File: src/rtl/core/dmhts_ram.sv
module dmhts_ram #(
	parameter int unsigned WIDTH = 8,
	parameter int unsigned DEPTH = 16
) (
	input  logic                     clk,
	input  logic                     re,
	input  logic [$clog2(DEPTH)-1:0] raddr,
	output logic [WIDTH-1:0]         rdata,
	input  logic                     we,
	input  logic [$clog2(DEPTH)-1:0] waddr,
	input  logic [WIDTH-1:0]         wdata
);

	logic [WIDTH-1:0] mem [DEPTH];
	logic [WIDTH-1:0] rdata_q;

	always_ff @(posedge clk) begin
		if (we) begin
			mem[waddr] <= wdata;
		end
		if (re) begin
			rdata_q <= mem[raddr];
		end
	end

	assign rdata = rdata_q;

endmodule

File: config.mk
export PLATFORM = sky130hd
export DESIGN_NAME = dmhts_ram
export DESIGN_NICKNAME = d
export VERILOG_FILES = /design/src/rtl/core/dmhts_ram.sv
export SDC_FILE = /design/constraint.sdc
export NUM_CORES = 1
export LEC_CHECK = 0
export BUFFER_PORTS_ARGS = -buffer_cell sky130_fd_sc_hd__buf_2
export CORE_UTILIZATION = 55
export DETAILED_ROUTE_END_ITERATION = 6
export GPL_TIMING_DRIVEN = 0
export PLACE_DENSITY = 0.73
export SLEW_MARGIN = 5
export SYNTH_ARGS = -nofsm -noshare
export SYNTH_HDL_FRONTEND = slang
export SYNTH_SLANG_ARGS = --single-unit
File: constraint.sdc
create_clock -name clk -period 6.1 [get_ports clk]
set_input_delay 1.525 -clock clk [delete_from_list [all_inputs] [get_ports clk]]
set_output_delay 1.525 -clock clk [all_outputs]
set_load 0.1 [all_outputs]
======== Word-level counts from Yosys, hierarchy flattened ========
Memory sizes are Yosys's and may differ from the RTL's. A register that Yosys moved wholly into a read port is not among the register bits.
Cells that the tools add are included.
cells by class
  multiplexer cells ....................... 2
operators with widths
  kind    count
  $mux 1  2
storage, ports and cells
  register bits ........................... 0
  memory bits (writable) .................. 128
  input bits .............................. 19
  output and inout bits ................... 8
  word-level logic and storage cells ...... 3
  memories kept ........................... 1
memories
  name  depth  width  read ports  clocked after Yosys merged registers in  wr ports  line  source
  mem   16     8      1           1                                        1         14    logic [WIDTH-1:0] mem [DEPTH];

======== Logic depth before layout (Yosys ltp) ========
  word-level depth ........................ 2
  mapped depth ............................ 5
  mapped depth without buffers ............ 3

======== Worst setup path before layout ========
No wires, ideal clock.
  path type ............................... input to register
  start point ............................. input waddr[2]
  end point ............................... memory mem[0][0], enable pin
  setup time .............................. 383 ps
  arrival ................................. 2,635 ps
  data required time ...................... 5,717 ps
  slack ................................... 3,082 ps
  stages .................................. 2
  path buffers ............................ 0
  path through ............................ or3b_2 > nor3_1
RTL lines
  what                line  source
  start: declaration  10    input logic [$clog2(DEPTH)-1:0] waddr,
  end: declaration    14
Straight into the memory's write port.

======== Final worst setup path ========
  start point ............................. input waddr[2]
  end point ............................... memory mem[8][5], enable pin
Straight into the memory's write port.

==> run metrics <==
final non-filler cell total 415; Final Util 65.9%; Max-slew headroom under 10%; CTS tree built; row count 35; Synth cell types 18; Worst setup EP type flop; startpoint types input pin; setup repair bufs after CTS 0; highest clock rate 352 MHz; Hold Path Class flop to flop; Max H-tree Level 4; Die X approximately 99 µm; final worst-path cycle share 46.6%; initial drt markers about 260; Data required, critical path 6.23 ns; register area share after synthesis 78.1%; most common cell after layout, fill and taps aside edfxtp_1; vias in the first global route 2461; Bufs and invs on worst path 1; post-layout min period 2.84 ns; final hold vios 0; R2R setup slack about 4.5 ns; Reg-to-Reg End rdata[0]; total CTS buffers 17; global-route wire length before repair 14.7 mm; unrepaired setup endpoints after global routing false; TritonRoute pass-1 iters 4; Seq cells post-synth between 100 and 150; # nets final roughly 300; Routed wire per std cell 23.6 µm; via count ~2500; Setup violations, final 0; post-cts sizing count 0; P_int 1680 µW; gpl congestion 0.747; CP Class input pin to flop; clk sinks 136; top post-synthesis cells by area edfxtp_1, mux4_2, mux4_1, a22oi_1, nor2_1; final HPWL from detailed placement 5.87 mm; Clock power frac 44.9%; CP Launch Point waddr[2]; Gate Count Post-Synth 229; Max clock buf depth 2; Cell Pwr Density approximately 350 mW/mm²; Core ar. 0.00924 mm²; Max Slew Vio Count 0; routed wire length 9.78 mm; Post-Place Cells 383; Post-CTS Hold Fix Bufs 0; Ant. Diodes 0; pin count of the biggest net entering global routing 17; Pleak 0.00202 µW; share of layout cells above drive strength 1 between 20 and 30%; Seq pwr share 49.0%; commonest cells after routing, fill and taps aside edfxtp_1, buf_2, mux4_2; worst reg2reg startpoint mem[5][0]; CP top delay family simple AND/OR/NAND/NOR gates; Netlist Area Pre-Place around 0.0052 mm²; slowest cell delay on critical path 1.08 ns; Switch Pwr 481 µW; Post-Syn Nets 248; Mean Syn Cell Area between 20 and 25 µm²; biggest area consumer among synthesized cells edfxtp_1; Skew-Pair Late Insertion Delay roughly 0.52 ns; Die Y ~100 µm; CP Max Fanout 8; antenna violations before repair 0; Peak VDD IR 229 µV; Logic pwr share 6.1%; Critical-path top delay cell nor3_1; Ports 27; Residual DRC 0; initial core utilization 56.6%; final setup TNS 0 ns; Tightest Pin Transition ~1.4 ns; clock root buffer clkbuf_8; maxcap violations 0; GRT overflow 0; Critical Path AT 2.97 ns; Crit path depth 3; Synth top area share 78.1%; Tot GR Track Use 22.2%; Synth warnings 0; Sw Share 22.3%; Area Growth Syn to Fin 16.5%; skew final 0.00568 ns; Clock Pin Slew Worst Setup and Hold Paths 0.06 ns; total die area 0.00990 mm²; vias per cell 5.98; crit path capture mem[8][5]; DRT antenna net count 0; status completed; port bufs 25; critical path, cell by cell buf_2 -> nand3b_1 -> nor3_1; Worst Reg2Reg Path Length in Cells 3
[power groups by stage]
stage	sequential, µW	combinational [µW]	clock (µW)
after global routing	1060	138	1010
after CTS	1060	132	977
after detailed placement	1080	130	0
after floorplan	1110	53.1	0
final	1060	131	969
after global placement	1080	128	0
[per-layer routing]
metal	vias up	track usage, %	wire, µm
li1	1073	-	-
met1	1256	30.6	4120
met2	129	33.5	4730
met3	22	5.76	688
met4	0	10.5	234
met5	-	0	0
[cell type report]
cell class,count,area (µm²)
sequential,136,4080
timing repair buffer,25,125
tap,129,161
clock buffer,18,418
buffer,10,86.3
multi-input combinational,83,1060
clock inverter,14,151
fill,589,3150
[through the flow]
stage	power [µW]	worst slack (ns)	area (µm²)	hold slack, ns
4_1_cts	2170	2.97	6080	0.767
5_1_grt	2210	3.21	6090	0.792
6_report	2160	3.26	6090	0.768
3_3_place_gp	1200	2.51	5510	0.737
3_5_place_dp	1210	2.42	5510	0.752
2_1_floorplan	1160	3.08	5230	0.705
[cell families (layout without fill, tap and decap cells)]
| kind of cell | Yosys count | count (layout) | synth area share [%] |
|---|---|---|---|
| multiplexers | 32 | 32 | 14.8 |
| buffers and inverters | 10 | 67 | 1.65 |
| AO/OA/AOI/OAI | 16 | 16 | 2.30 |
| flip-flops | 136 | 136 | 78.1 |
| AND/OR/NAND/NOR | 35 | 35 | 3.14 |
[worst register-to-register path, delay by kind of cell (launching register included)]
kind / cells / cell delay [ns]
flops: 1 / 0.36
mux: 1 / 0.55
simple gates: 1 / 0.12
compound gates: 1 / 0.29
[sequential cells by signal (all words and copies together), names as in the netlist]
name / cells
mem: 128
rdata: 8
[synth_stat cells]
cell type	n
a22oi_1	16
and2_1	1
and2b_1	1
buf_2	3
buf_4	1
buf_6	3
clkdlybuf4s25_2	3
edfxtp_1	136
mux4_1	14
mux4_2	18
nand2_1	9
nand2b_1	2
nand3_1	1
nand3b_1	2
nor2_1	13
nor2b_1	1
nor3_1	4
or3b_2	1
[worst min-delay path by stage]
stage	startpoint	end	slack [ns]	depth (start not counted)
final	mem[11][2]	rdata[2]	0.77	3
after detailed placement	mem[11][2]	rdata[2]	0.75	3
after global routing	mem[11][2]	rdata[2]	0.79	3
after CTS	mem[11][2]	rdata[2]	0.77	3
after floorplan	mem[7][0]	rdata[0]	0.70	3
after global placement	mem[8][2]	rdata[2]	0.74	3
Power figures use the tool's default switching activity.
