==> config.mk <==
export PLATFORM = sky130hd
export DESIGN_NAME = dmhts_ctrl
export DESIGN_NICKNAME = d
export VERILOG_FILES = /design/src/rtl/core/dmhts_pkg.sv /design/src/rtl/core/dmhts_ctrl.sv
export SDC_FILE = /design/constraint.sdc
export NUM_CORES = 1
export LEC_CHECK = 0
export ABC_AREA = 1
export BUFFER_PORTS_ARGS = -buffer_cell sky130_fd_sc_hd__buf_2
export CAP_MARGIN = 20
export CORE_ASPECT_RATIO = 0.75
export CORE_MARGIN = 2
export CORE_UTILIZATION = 30
export CTS_CLUSTER_DIAMETER = 100
export CTS_CLUSTER_SIZE = 28
export DETAILED_ROUTE_END_ITERATION = 8
export MAX_ROUTING_LAYER = met4
export PLACE_DENSITY = 0.51
export SLEW_MARGIN = 20
export SYNTH_ARGS = -nofsm -noshare
export SYNTH_HDL_FRONTEND = slang
export SYNTH_SLANG_ARGS = --single-unit
==> constraint.sdc <==
create_clock -name clk -period 1.3 [get_ports clk]
set_input_delay 0.325 -clock clk [delete_from_list [all_inputs] [get_ports clk]]
set_output_delay 0.325 -clock clk [all_outputs]
set_load 0.01 [all_outputs]
==> src/rtl/core/dmhts_pkg.sv <==
package dmhts_pkg;

	// Slot count; a power of two, so the slot index is the low key bits.
	localparam int unsigned ENTRIES = 4096;
	localparam int unsigned IDX_W   = $clog2(ENTRIES);

	localparam int unsigned KEY_W  = 64;
	localparam int unsigned PRIO_W = 8;
	localparam int unsigned PAY_W  = 64;
	localparam int unsigned CNT_W  = 32;

	localparam logic [IDX_W-1:0] LAST_IDX = IDX_W'(ENTRIES - 1);
	localparam logic [CNT_W-1:0] CNT_MAX  = '1;

	localparam logic [1:0] OP_LOOKUP = 2'd0;
	localparam logic [1:0] OP_STORE  = 2'd1;
	localparam logic [1:0] OP_CLEAR  = 2'd2;
	localparam logic [1:0] OP_NOP    = 2'd3;

	typedef struct packed {
		logic [1:0]        operation;
		logic [KEY_W-1:0]  lookup_key;
		logic [PRIO_W-1:0] entry_priority;
		logic [PAY_W-1:0]  entry_payload;
	} req_t;

	typedef struct packed {
		logic              found;
		logic [PRIO_W-1:0] found_priority;
		logic [PAY_W-1:0]  found_payload;
		logic              store_ok;
		logic [CNT_W-1:0]  hit_count;
		logic [CNT_W-1:0]  occupied_count;
		logic [CNT_W-1:0]  collision_count;
	} rsp_t;

	typedef struct packed {
		logic              valid;
		logic [KEY_W-1:0]  key;
		logic [PRIO_W-1:0] prio;
		logic [PAY_W-1:0]  payload;
	} slot_t;

	localparam int unsigned SLOT_W = $bits(slot_t);

	typedef enum logic [1:0] {
		ST_SWEEP,
		ST_IDLE,
		ST_ACCESS
	} state_t;

	typedef struct packed {
		logic             busy;
		logic             accept;
		logic             access;
		logic             sweep_we;
		logic [IDX_W-1:0] sweep_idx;
	} ctrl_t;

	// Saturating increment.
	function automatic logic [CNT_W-1:0] sat_inc(input logic [CNT_W-1:0] c, input logic en);
		return (en && (c != CNT_MAX)) ? c + 1'b1 : c;
	endfunction

endpackage

==> src/rtl/core/dmhts_ctrl.sv <==
module dmhts_ctrl (
	input  logic            clk,
	input  logic            arst_n,
	input  logic            start,
	input  logic [1:0]      operation,
	output dmhts_pkg::ctrl_t ctrl
);
	import dmhts_pkg::*;

	state_t           state_q, state_nxt;
	logic [IDX_W-1:0] sweep_q;
	logic             accept;

	assign accept = start && (state_q == ST_IDLE);

	// Next state.
	always_comb begin
		state_nxt = state_q;
		unique case (state_q)
			ST_SWEEP: begin
				if (sweep_q == LAST_IDX) begin
					state_nxt = ST_IDLE;
				end
			end
			ST_IDLE: begin
				if (accept) begin
					priority if (operation == OP_LOOKUP || operation == OP_STORE) begin
						state_nxt = ST_ACCESS;
					end else if (operation == OP_CLEAR) begin
						state_nxt = ST_SWEEP;
					end else begin
						state_nxt = ST_IDLE;
					end
				end
			end
			ST_ACCESS: state_nxt = ST_IDLE;
			default:   state_nxt = ST_SWEEP;
		endcase
	end

	always_ff @(posedge clk or negedge arst_n) begin
		if (!arst_n) begin
			state_q <= ST_SWEEP;
			sweep_q <= '0;
		end else begin
			state_q <= state_nxt;
			if (accept && operation == OP_CLEAR) begin
				sweep_q <= '0;
			end else if (state_q == ST_SWEEP) begin
				sweep_q <= sweep_q + 1'b1;
			end
		end
	end

	// Outputs.
	always_comb begin
		ctrl.busy      = (state_q != ST_IDLE);
		ctrl.accept    = accept;
		ctrl.access    = (state_q == ST_ACCESS);
		ctrl.sweep_we  = (state_q == ST_SWEEP);
		ctrl.sweep_idx = sweep_q;
	end

endmodule

Word level (Yosys, flattened, before mapping)
Cells that the tools add are included.

Output and inout port bits: 16. Input bits: 5. Logic and storage cells: 25. Register bits: 14.

Mux-type cells: 7. Equality and inequality tests: 8. Reduce and logical (&&, ||, !) cells: 7. $add $sub $neg: 1.

Operator list (count): $mux W12 (2); $add A12 B1 Y12 const B (1); $eq A12 B12 Y1 const B (1); $mux W2 (3); $pmux W2 S3 (1); $eq A2 B1 Y1 const B (2); $eq A2 B2 Y1 const B (2); $logic_not A2 Y1 (2); $ne A2 B1 Y1 const B (2); $logic_and A1 B1 Y1 (2); $ne A2 B2 Y1 const B (1); $reduce_and A2 Y1 (1); $reduce_bool A2 Y1 (1); $logic_or A1 B1 Y1 (1); $mux W1 (1).

Longest topological paths before layout
Gate-level depths: netlist of the first run.

Word-level depth: 5. Mapped depth: 8. Mapped depth without buffers: 8.

Worst setup path before layout of the first run
Ideal clock, no wire load.

Path kind: register -> register. Start point: reg sweep_q[1]. End point: reg sweep_q[10]. Path slack: 0.011 ns. Data required time: 1.180 ns. Buffers on the path: 0. Stages on the path, launching flop included: 7. Period minus slack after synthesis: 1.289 ns. Arrival: 1.169 ns. Library setup time: 0.120 ns. Cell sequence: dfrtp_1 ha_1 nand3_1 nor2_1 nand3_1 o21ai_0 nor2_1.

Cells in the longest elaborated chain, start to end: 3.

RTL lines: from (decl) (line dmhts_ctrl.sv:11) `logic [IDX_W-1:0] sweep_q;`; from (signal assigned) (line dmhts_ctrl.sv:50) `sweep_q <= sweep_q + 1'b1;`; $add A12 B1 Y12 (line dmhts_ctrl.sv:50); $mux W12 (line dmhts_ctrl.sv:49) `end else if (state_q == ST_SWEEP) begin`; $mux W12 (line dmhts_ctrl.sv:47) `if (accept && operation == OP_CLEAR) begin`.

No other way between the ends. The select of a mux whose other input is x is not followed. A chain may end at the register's enable or synchronous reset.

==> results of run 1 <==
-- cells by family (layout without fill, tap and decap cells) --
logic type / Yosys count / in the layout / share of synthesized area
AOI/OAI and AO/OA: 14 / 14 / 0.0975
adders and majority gates: 1 / 1 / 0.0148
buffers and inverters: 20 / 60 / 0.100
DFF: 14 / 14 / 0.414
and+or+nand+nor: 67 / 67 / 0.374
-- per-layer routing --
metal / global-route usage / vias up
li1: - / 450
met1: 0.209 / 423
met2: 0.226 / 18
met3: 0.0434 / 2
met4: 0.0417 / 0
met5: - / -
-- worst reg2reg max path: stages (launching register included) --
cell and delay (ps):
dfrtp_1 400, buf_6 130, nor2_4 150, buf_6 140, inv_4 40, buf_6 120, o21bai_1 130, inv_1 50
nor2_1 100
-- through the flow --
step,TNS (ps),power [µW]
finish,-320,2590
global route,-963,2750
CTS,-253,2200
detailed placement,-20.4,1610
global placement,0,1590
floorplan,0,1190
-- sequential cells by signal, indices dropped and copies added (netlist names) --
| name | cells |
|---|---|
| state_q | 2 |
| sweep_q | 12 |
-- worst max path at each step --
stage                     from           to  slack (ps)  cells after the start
CTS                 state_q[0]     ctrl[12]         -80                      3
global placement    state_q[1]  sweep_q[11]          40                      7
finish              state_q[1]     ctrl[15]         -80                      4
global route        state_q[1]     ctrl[15]        -120                      4
floorplan           sweep_q[1]  sweep_q[10]          10                      6
detailed placement  sweep_q[0]  sweep_q[10]         -20                      6
-- final cells by class --
class,instances,share of cell area
Clock buffer,4,0.0410
Inverter,18,0.0540
Multi-Input combinational cell,82,0.385
Sequential cell,14,0.263
Tap cell,36,0.0335
Timing Repair Buffer,38,0.223
-- power by group through the flow --
stage / Combinational, µW / Clock, µW / Sequential [µW]
2_1_floorplan: 466 / 0 / 721
3_3_place_gp: 920 / 0 / 666
3_5_place_dp: 935 / 0 / 672
4_1_cts: 1100 / 451 / 656
5_1_grt: 1560 / 473 / 719
6_report: 1460 / 437 / 697
-- Yosys cell counts --
library cell	number	share of area
a21oi_1	5	0.030
a22oi_1	1	0.0089
and3_1	1	0.0074
buf_4	2	0.018
dfrtp_1	14	0.41
ha_1	1	0.015
inv_1	16	0.071
inv_2	1	0.0044
inv_4	1	0.0074
nand2_1	29	0.13
nand2_2	1	0.0074
nand3_1	7	0.041
nand3_4	1	0.021
nand4_1	4	0.030
nor2_1	17	0.075
nor2_4	2	0.027
nor3_1	3	0.018
nor3_2	1	0.012
o21ai_0	3	0.018
o21ai_1	1	0.0059
o21bai_1	4	0.035
or2_2	1	0.0074
-- what timing repair did --
item	in CTS	in global routing
pin swaps	2	13
endpoints found under the hold margin	14	0
gates resized for setup	8	39
hold buffers	1	0
setup buffers	4	3
endpoints found under the setup margin	5	16
==> flow_summary.toml, run 1 <==
[run_status]
outcome = "finished, violations left"
violations = "negative setup slack"

[power_and_ir_drop]
combPwrFrac = 0.562
internal_power_uw = 1570
sequentialPowerShare = 0.269
leakagePower_uw = 0.000660
power_density_nw_per_um2 = 1930
p_clk_frac = 0.169
sw_frac_of_total = 0.395
switchingPower_uw = 1020
irDropWorstVdd_mv = 0.904

[logic_synthesis]
ys_warn_count = 0
synthesis.area_um2 = 847
syn_avg_cell_area_um2 = 7.30
synth_cell_types = 22
syn_nets = 122
ys_seq_area_frac = 0.414
netlist_instances = 116
synth-seq-cells = 14

[route]
vias = 893
dr.pass1.iters = 4
top_layer_used = "met4"
drt-total-wl_mm = 2.35
drc_errors = 0
drt_iter0_drc = 37
route.met2.wl_mm = 1.07
ant_nets = 0
route.met3.wl_um = 103
wl_met1_mm = 1.17
avgViaCountPerCell = 4.65
wl_per_cell_um = 12.2

[place]
placed_cells = 180
portBuffers = 20
dpl.hpwl_mm = 1.63
gp_congestion = 0.823
dpl_cell_area_um2 = 1050
pre_cts_slack_ps = -20.4

[clocking]
htree_levels = 1
cts_tree = "yes"
cts-buffers-inserted = 3
cts_root_buf = "clkbuf_8"
insertion_delay_ps = 250
cts_num_sinks = 14
clock_path_buffers = 2
clk_pin_slew_worst_paths_ps = 60

[sta]
fin_hold_ws_ps = 261
final_hold_viol_count = 0
skew_ps = 5.20
drv_slew = 0
rsz0062_at_grt = "yes"
worstMarginPinSlew_ps = 347
setup_violations = 6
fin_crit_ps = 1380
fmax_ghz = 0.727
min_period_over_period = 1.06
max_slew_margin = 0.769
timing.final.ws_setup_ps = -75.1

[die]
die_h_um = 50.0
start_util = 0.321
row_count = 16
io_pins = 21
core_area_um2 = 2640
die_w_um = 65.4
die_area_um2 = 3270

[critical_path]
crit_required_ps = 980
worst_setup_path_end_kind = "output port"
r2r-start = "state_q[0]"
start_kind = "flip-flop"
worst-path-buf-inv = 3
cpLargestDelayFamily = "flip-flops"
cp_max_fo = 3
cp.arrival_ps = 1050
r2r_cells = 8
path_cells = "inv_2 -> buf_6 -> nand2_4 -> buf_6"
slowest_delay_ps = 420
reg2reg_to = "sweep_q[10]"
crit_path_frequent_cell = "buf_6"
slowest_stage = "dfrtp_1"
critPathKind = "flip-flop to output port"
r2r_slack_ps = -20

[layout]
fillers = 270
layoutNonFillerInstCount = 192
layout-drive-gt1-share = 0.455
final_area_um2 = 1340
utilization = 0.509
multiInputGateArea_um2 = 518
antenna_cells = 0
final_cell_mix = "nand2_1 (25), buf_2 (16), buf_6 (14)"
final_common_cell = "nand2_1"
area_delta_synth_final_pct = 58.6
seq_area_um2 = 353
nets = 163

[worst_hold_path]
hold_depth = 2
min_to = "state_q[1]"
hold_start = "operation[1]"
hp-class = "input port to flip-flop"

[grt]
grt_max_degree = 15
grtUsageTotal = 0.154
grt_pass1_vias = 793
antenna_found_initial = 0
grt_pass1_wl_mm = 3.67
grt-ovfl-total = 0

[run]
drv_cap = 0
Power figures use the tool's default switching activity.
==> run 2: changes to the inputs <==
--- a/config.mk
+++ b/config.mk
@@ -15,7 +15,7 @@
 export CTS_CLUSTER_SIZE = 28
 export DETAILED_ROUTE_END_ITERATION = 8
 export MAX_ROUTING_LAYER = met4
-export PLACE_DENSITY = 0.51
+export PLACE_DENSITY = 0.62
 export SLEW_MARGIN = 20
 export SYNTH_ARGS = -nofsm -noshare
 export SYNTH_HDL_FRONTEND = slang
==> flow_summary.toml, run 2 (synthesis gave the netlist of run 1 again) <==
[place]
gp_congestion = 0.802
dpl.hpwl_mm = 1.69
placed_cells = 178
portBuffers = 20

[critical_path]
crit_required_ps = 980
critPathKind = "flip-flop to output port"
cp_max_fo = 3
worst_setup_path_end_kind = "output port"
start_kind = "flip-flop"
cp.arrival_ps = 1070

[grt]
grt_pass1_vias = 836
grt_pass1_wl_mm = 3.91
antenna_found_initial = 0
grt-ovfl-total = 0
grtUsageTotal = 0.159
grt_max_degree = 15

[die]
start_util = 0.321
core_area_um2 = 2640
row_count = 16
die_h_um = 50.0
die_w_um = 65.4
die_area_um2 = 3270
io_pins = 21

[power_and_ir_drop]
p_clk_frac = 0.192
combPwrFrac = 0.509
sw_frac_of_total = 0.403
sequentialPowerShare = 0.299
internal_power_uw = 1390
irDropWorstVdd_mv = 0.867
switchingPower_uw = 933
leakagePower_uw = 0.000611
power_density_nw_per_um2 = 1880

[clocking]
clock_path_buffers = 2
htree_levels = 1
insertion_delay_ps = 250
cts_num_sinks = 14
clk_pin_slew_worst_paths_ps = 60
cts_root_buf = "clkbuf_8"
cts-buffers-inserted = 3
cts_tree = "yes"

[run_status]
outcome = "finished, violations left"
violations = "negative setup slack"

[sta]
max_slew_margin = 0.768
final_hold_viol_count = 0
min_period_over_period = 1.08
rsz0062_at_grt = "yes"
tns_ps = -382
fmax_ghz = 0.715
setup_violations = 8
timing.final.ws_setup_ps = -98.8
fin_crit_ps = 1400
skew_ps = 5.00
drv_slew = 0
worstMarginPinSlew_ps = 349

[route]
drt-total-wl_mm = 2.42
drc_errors = 0
wl_per_cell_um = 12.9
ant_nets = 0
drt_iter0_drc = 98
dr.pass1.iters = 4
avgViaCountPerCell = 4.86
vias = 913

[run]
drv_cap = 0

[layout]
nets = 159
largest_register_ffs = 12
fillers = 284
antenna_cells = 0
final_cell_mix = "nand2_1 (28), buf_2 (16), inv_1 (14)"
area_delta_synth_final_pct = 45.2
layout-drive-gt1-share = 0.375
seq_area_um2 = 353
final_common_cell = "nand2_1"
multiInputGateArea_um2 = 463
regMostFlops = "sweep_q"
largestRegisters = "sweep_q: 12 flops, state_q: 2 flops"
layoutNonFillerInstCount = 188

[worst_hold_path]
hp-class = "input port to flip-flop"
==> run 2: layout make-up <==
class	count	area share
Clock buffer	4	0.0448
Inverter	18	0.0570
Multi-Input combinational cell	82	0.376
Sequential cell	14	0.287
Tap cell	36	0.0366
Timing Repair Buffer	34	0.198
==> run 2: metal layers <==
layer  vias up  GRT usage  routed length [µm]
li1        447          -                   -
met1       420      0.198                1050
met2        42      0.253                1130
met3         4     0.0594                 201
met4         0     0.0243                  31
met5         -          -                   0
==> run 2: critical path: stages, from the launching register on <==
cell and delay [ps]:
dfrtp_1 390, inv_2 80, buf_6 130, nor2_4 120
buf_6 110
==> run 2: timing repair <==
action	CTS	global route
pin swaps	2	2
buffers inserted	5	0
gates resized for setup	8	16
gates cloned	0	0
hold buffers	1	0
endpoints found under the setup margin	6	14
endpoints found under the hold margin	14	0
==> run 2: per-stage QoR <==
stage | total power [µW] | setup WS (ps) | cell area [µm²] | utilization | hold WS (ps)
after floorplan | 1190 | 11.5 | 847 | - | 29.4
after global placement | 1550 | 56.1 | 1040 | 0.393 | 242
after detailed placement | 1570 | -4.32 | 1040 | 0.393 | 255
after CTS | 2160 | -64.6 | 1160 | 0.439 | 259
after global routing | 2470 | -126 | 1230 | 0.465 | 272
final | 2320 | -98.8 | 1230 | 0.465 | 266
==> run 2: path summary, 6_finish.rpt <==
| path | endpoint | depth (start not counted) | slack [ps] | start |
|---|---|---|---|---|
| worst max-delay path | ctrl[13] | 4 | -100 | state_q[1] |
| min in group asynchronous | sweep_q[0] | 2 | 500 | arst_n |
| worst max register to register | sweep_q[10] | 7 | -50 | state_q[1] |
| worst min register to register | sweep_q[6] | 2 | 590 | sweep_q[6] |
| max in group asynchronous | state_q[0] | 2 | 510 | arst_n |
| worst min-delay path | state_q[1] | 2 | 270 | operation[1] |
==> run 2: power groups by stage <==
stage	logic, µW	registers, µW	clock network (µW)
after floorplan	466	721	0
after global placement	870	678	0
after detailed placement	884	682	0
after CTS	1030	678	453
after global routing	1270	713	480
final	1180	693	446
==> run 3: changes to the inputs <==
--- a/config.mk
+++ b/config.mk
@@ -16,6 +16,7 @@
 export DETAILED_ROUTE_END_ITERATION = 8
 export MAX_ROUTING_LAYER = met4
 export PLACE_DENSITY = 0.62
+export RECOVER_POWER = 50
 export SLEW_MARGIN = 20
 export SYNTH_ARGS = -nofsm -noshare
 export SYNTH_HDL_FRONTEND = slang
==> flow_summary.toml, run 3 (synthesis gave the netlist of run 1 again) <==
[worst_hold_path]
hold_depth = 2
min_to = "state_q[1]"
hold_start = "operation[1]"
hp-class = "input port to flip-flop"

[layout]
nets = 159
largestRegisters = "sweep_q: 12 flops, state_q: 2 flops"
final_common_cell = "nand2_1"
largest_register_ffs = 12
layoutNonFillerInstCount = 188
area_delta_synth_final_pct = 45.2
regMostFlops = "sweep_q"
antenna_cells = 0
layout-drive-gt1-share = 0.375
final_cell_mix = "nand2_1 (28), buf_2 (15), inv_1 (14)"

[die]
row_count = 16
die_area_um2 = 3270
start_util = 0.321
die_w_um = 65.4
core_area_um2 = 2640
die_h_um = 50.0
io_pins = 21

[grt]
grt_max_degree = 15
grt-ovfl-total = 0
grt_pass1_vias = 836
grt_pass1_wl_mm = 3.91
grtUsageTotal = 0.159
antenna_found_initial = 0

[critical_path]
reg2reg_to = "sweep_q[10]"
r2r-start = "state_q[1]"
critPathKind = "flip-flop to output port"
crit_required_ps = 980
cp.arrival_ps = 1070
start_kind = "flip-flop"
r2r_slack_ps = -50
r2r_cells = 7
cp_max_fo = 3
worst_setup_path_end_kind = "output port"

[power_and_ir_drop]
irDropWorstVdd_mv = 0.866
sw_frac_of_total = 0.402
combPwrFrac = 0.509
sequentialPowerShare = 0.299
switchingPower_uw = 933
leakagePower_uw = 0.000611
internal_power_uw = 1390
power_density_nw_per_um2 = 1880
p_clk_frac = 0.192

[run_status]
violations = "negative setup slack"
outcome = "finished, violations left"

[clocking]
cts_num_sinks = 14
htree_levels = 1
clock_path_buffers = 2
cts_tree = "yes"
cts_root_buf = "clkbuf_8"
clk_pin_slew_worst_paths_ps = 60
cts-buffers-inserted = 3
insertion_delay_ps = 250

[route]
drc_errors = 0
drt_iter0_drc = 98
drt-total-wl_mm = 2.42
dr.pass1.iters = 4
wl_per_cell_um = 12.9
ant_nets = 0
avgViaCountPerCell = 4.85
vias = 912

[sta]
max_slew_margin = 0.742
skew_ps = 5.02
min_period_over_period = 1.08
setup_violations = 8
fmax_ghz = 0.715
rsz0062_at_grt = "yes"
drv_slew = 0
worstMarginPinSlew_ps = 388
final_hold_viol_count = 0
fin_crit_ps = 1400
timing.final.ws_setup_ps = -98.4

[place]
portBuffers = 20
gp_congestion = 0.802
placed_cells = 178
pre_cts_slack_ps = -4.32
dpl.hpwl_mm = 1.69

[run]
drv_cap = 0
[run 3: cell count changes in the layout (fill, tap and decap cells not counted), sizes merged]
cell    delta
buf        -1
clkbuf     +1
[run 3: stage by stage]
stage / utilization / setup TNS [ps] / hold slack, ps / total power (µW) / cell area, µm²
2_1_floorplan: - / 0 / 29.4 / 1190 / 847
6_report: 0.465 / -380 / 266 / 2320 / 1230
3_5_place_dp: 0.393 / -4.32 / 255 / 1570 / 1040
4_1_cts: 0.439 / -186 / 259 / 2160 / 1160
3_3_place_gp: 0.393 / 0 / 242 / 1550 / 1040
5_1_grt: 0.465 / -891 / 272 / 2470 / 1230
[run 3: how the worst max path moves through the flow]
stage	start	endpoint	slack (ps)	cells after the start
after floorplan	sweep_q[1]	sweep_q[10]	10	6
after global placement	sweep_q[0]	sweep_q[10]	60	6
after detailed placement	sweep_q[0]	sweep_q[10]	-4	7
after CTS	state_q[0]	ctrl[13]	-60	3
after global routing	state_q[1]	ctrl[13]	-130	4
final	state_q[1]	ctrl[13]	-100	4
[run 3: power groups by stage]
stage               combinational, µW  clock, µW  sequential, µW
global route                     1270        480             713
detailed placement                884          0             682
global placement                  870          0             678
finish                           1180        446             693
CTS                              1030        453             678
floorplan                         466          0             721
[run 3: layout make-up]
type	instances	area, µm²
Clock buffer	4	55.1
Fill cell	284	1410
Inverter	18	70.1
Multi-Input combinational cell	82	463
Sequential cell	14	353
Tap cell	36	45.0
Timing Repair Buffer	34	244
[run 3: worst max-delay path, cell delays in order, from the launching register on]
cell and delay [ps]:
dfrtp_1 390, inv_2 80, buf_6 130, nor2_4 120, buf_6 110
[run 3: metal layers]
metal,GRT usage,up-vias,part of all wire
met2,0.253,43,0.47
li1,-,447,-
met5,-,-,0
met1,0.198,418,0.43
met3,0.0594,4,0.082
met4,0.0243,0,0.013
[run 3: repair_timing]
action | CTS | global route
hold endpoints to repair | 14 | 0
setup buffers | 5 | 0
hold buffers | 1 | 0
gates resized for setup | 8 | 16
endpoints found under the setup margin | 6 | 14
cloned | 0 | 0
pin swaps | 2 | 2
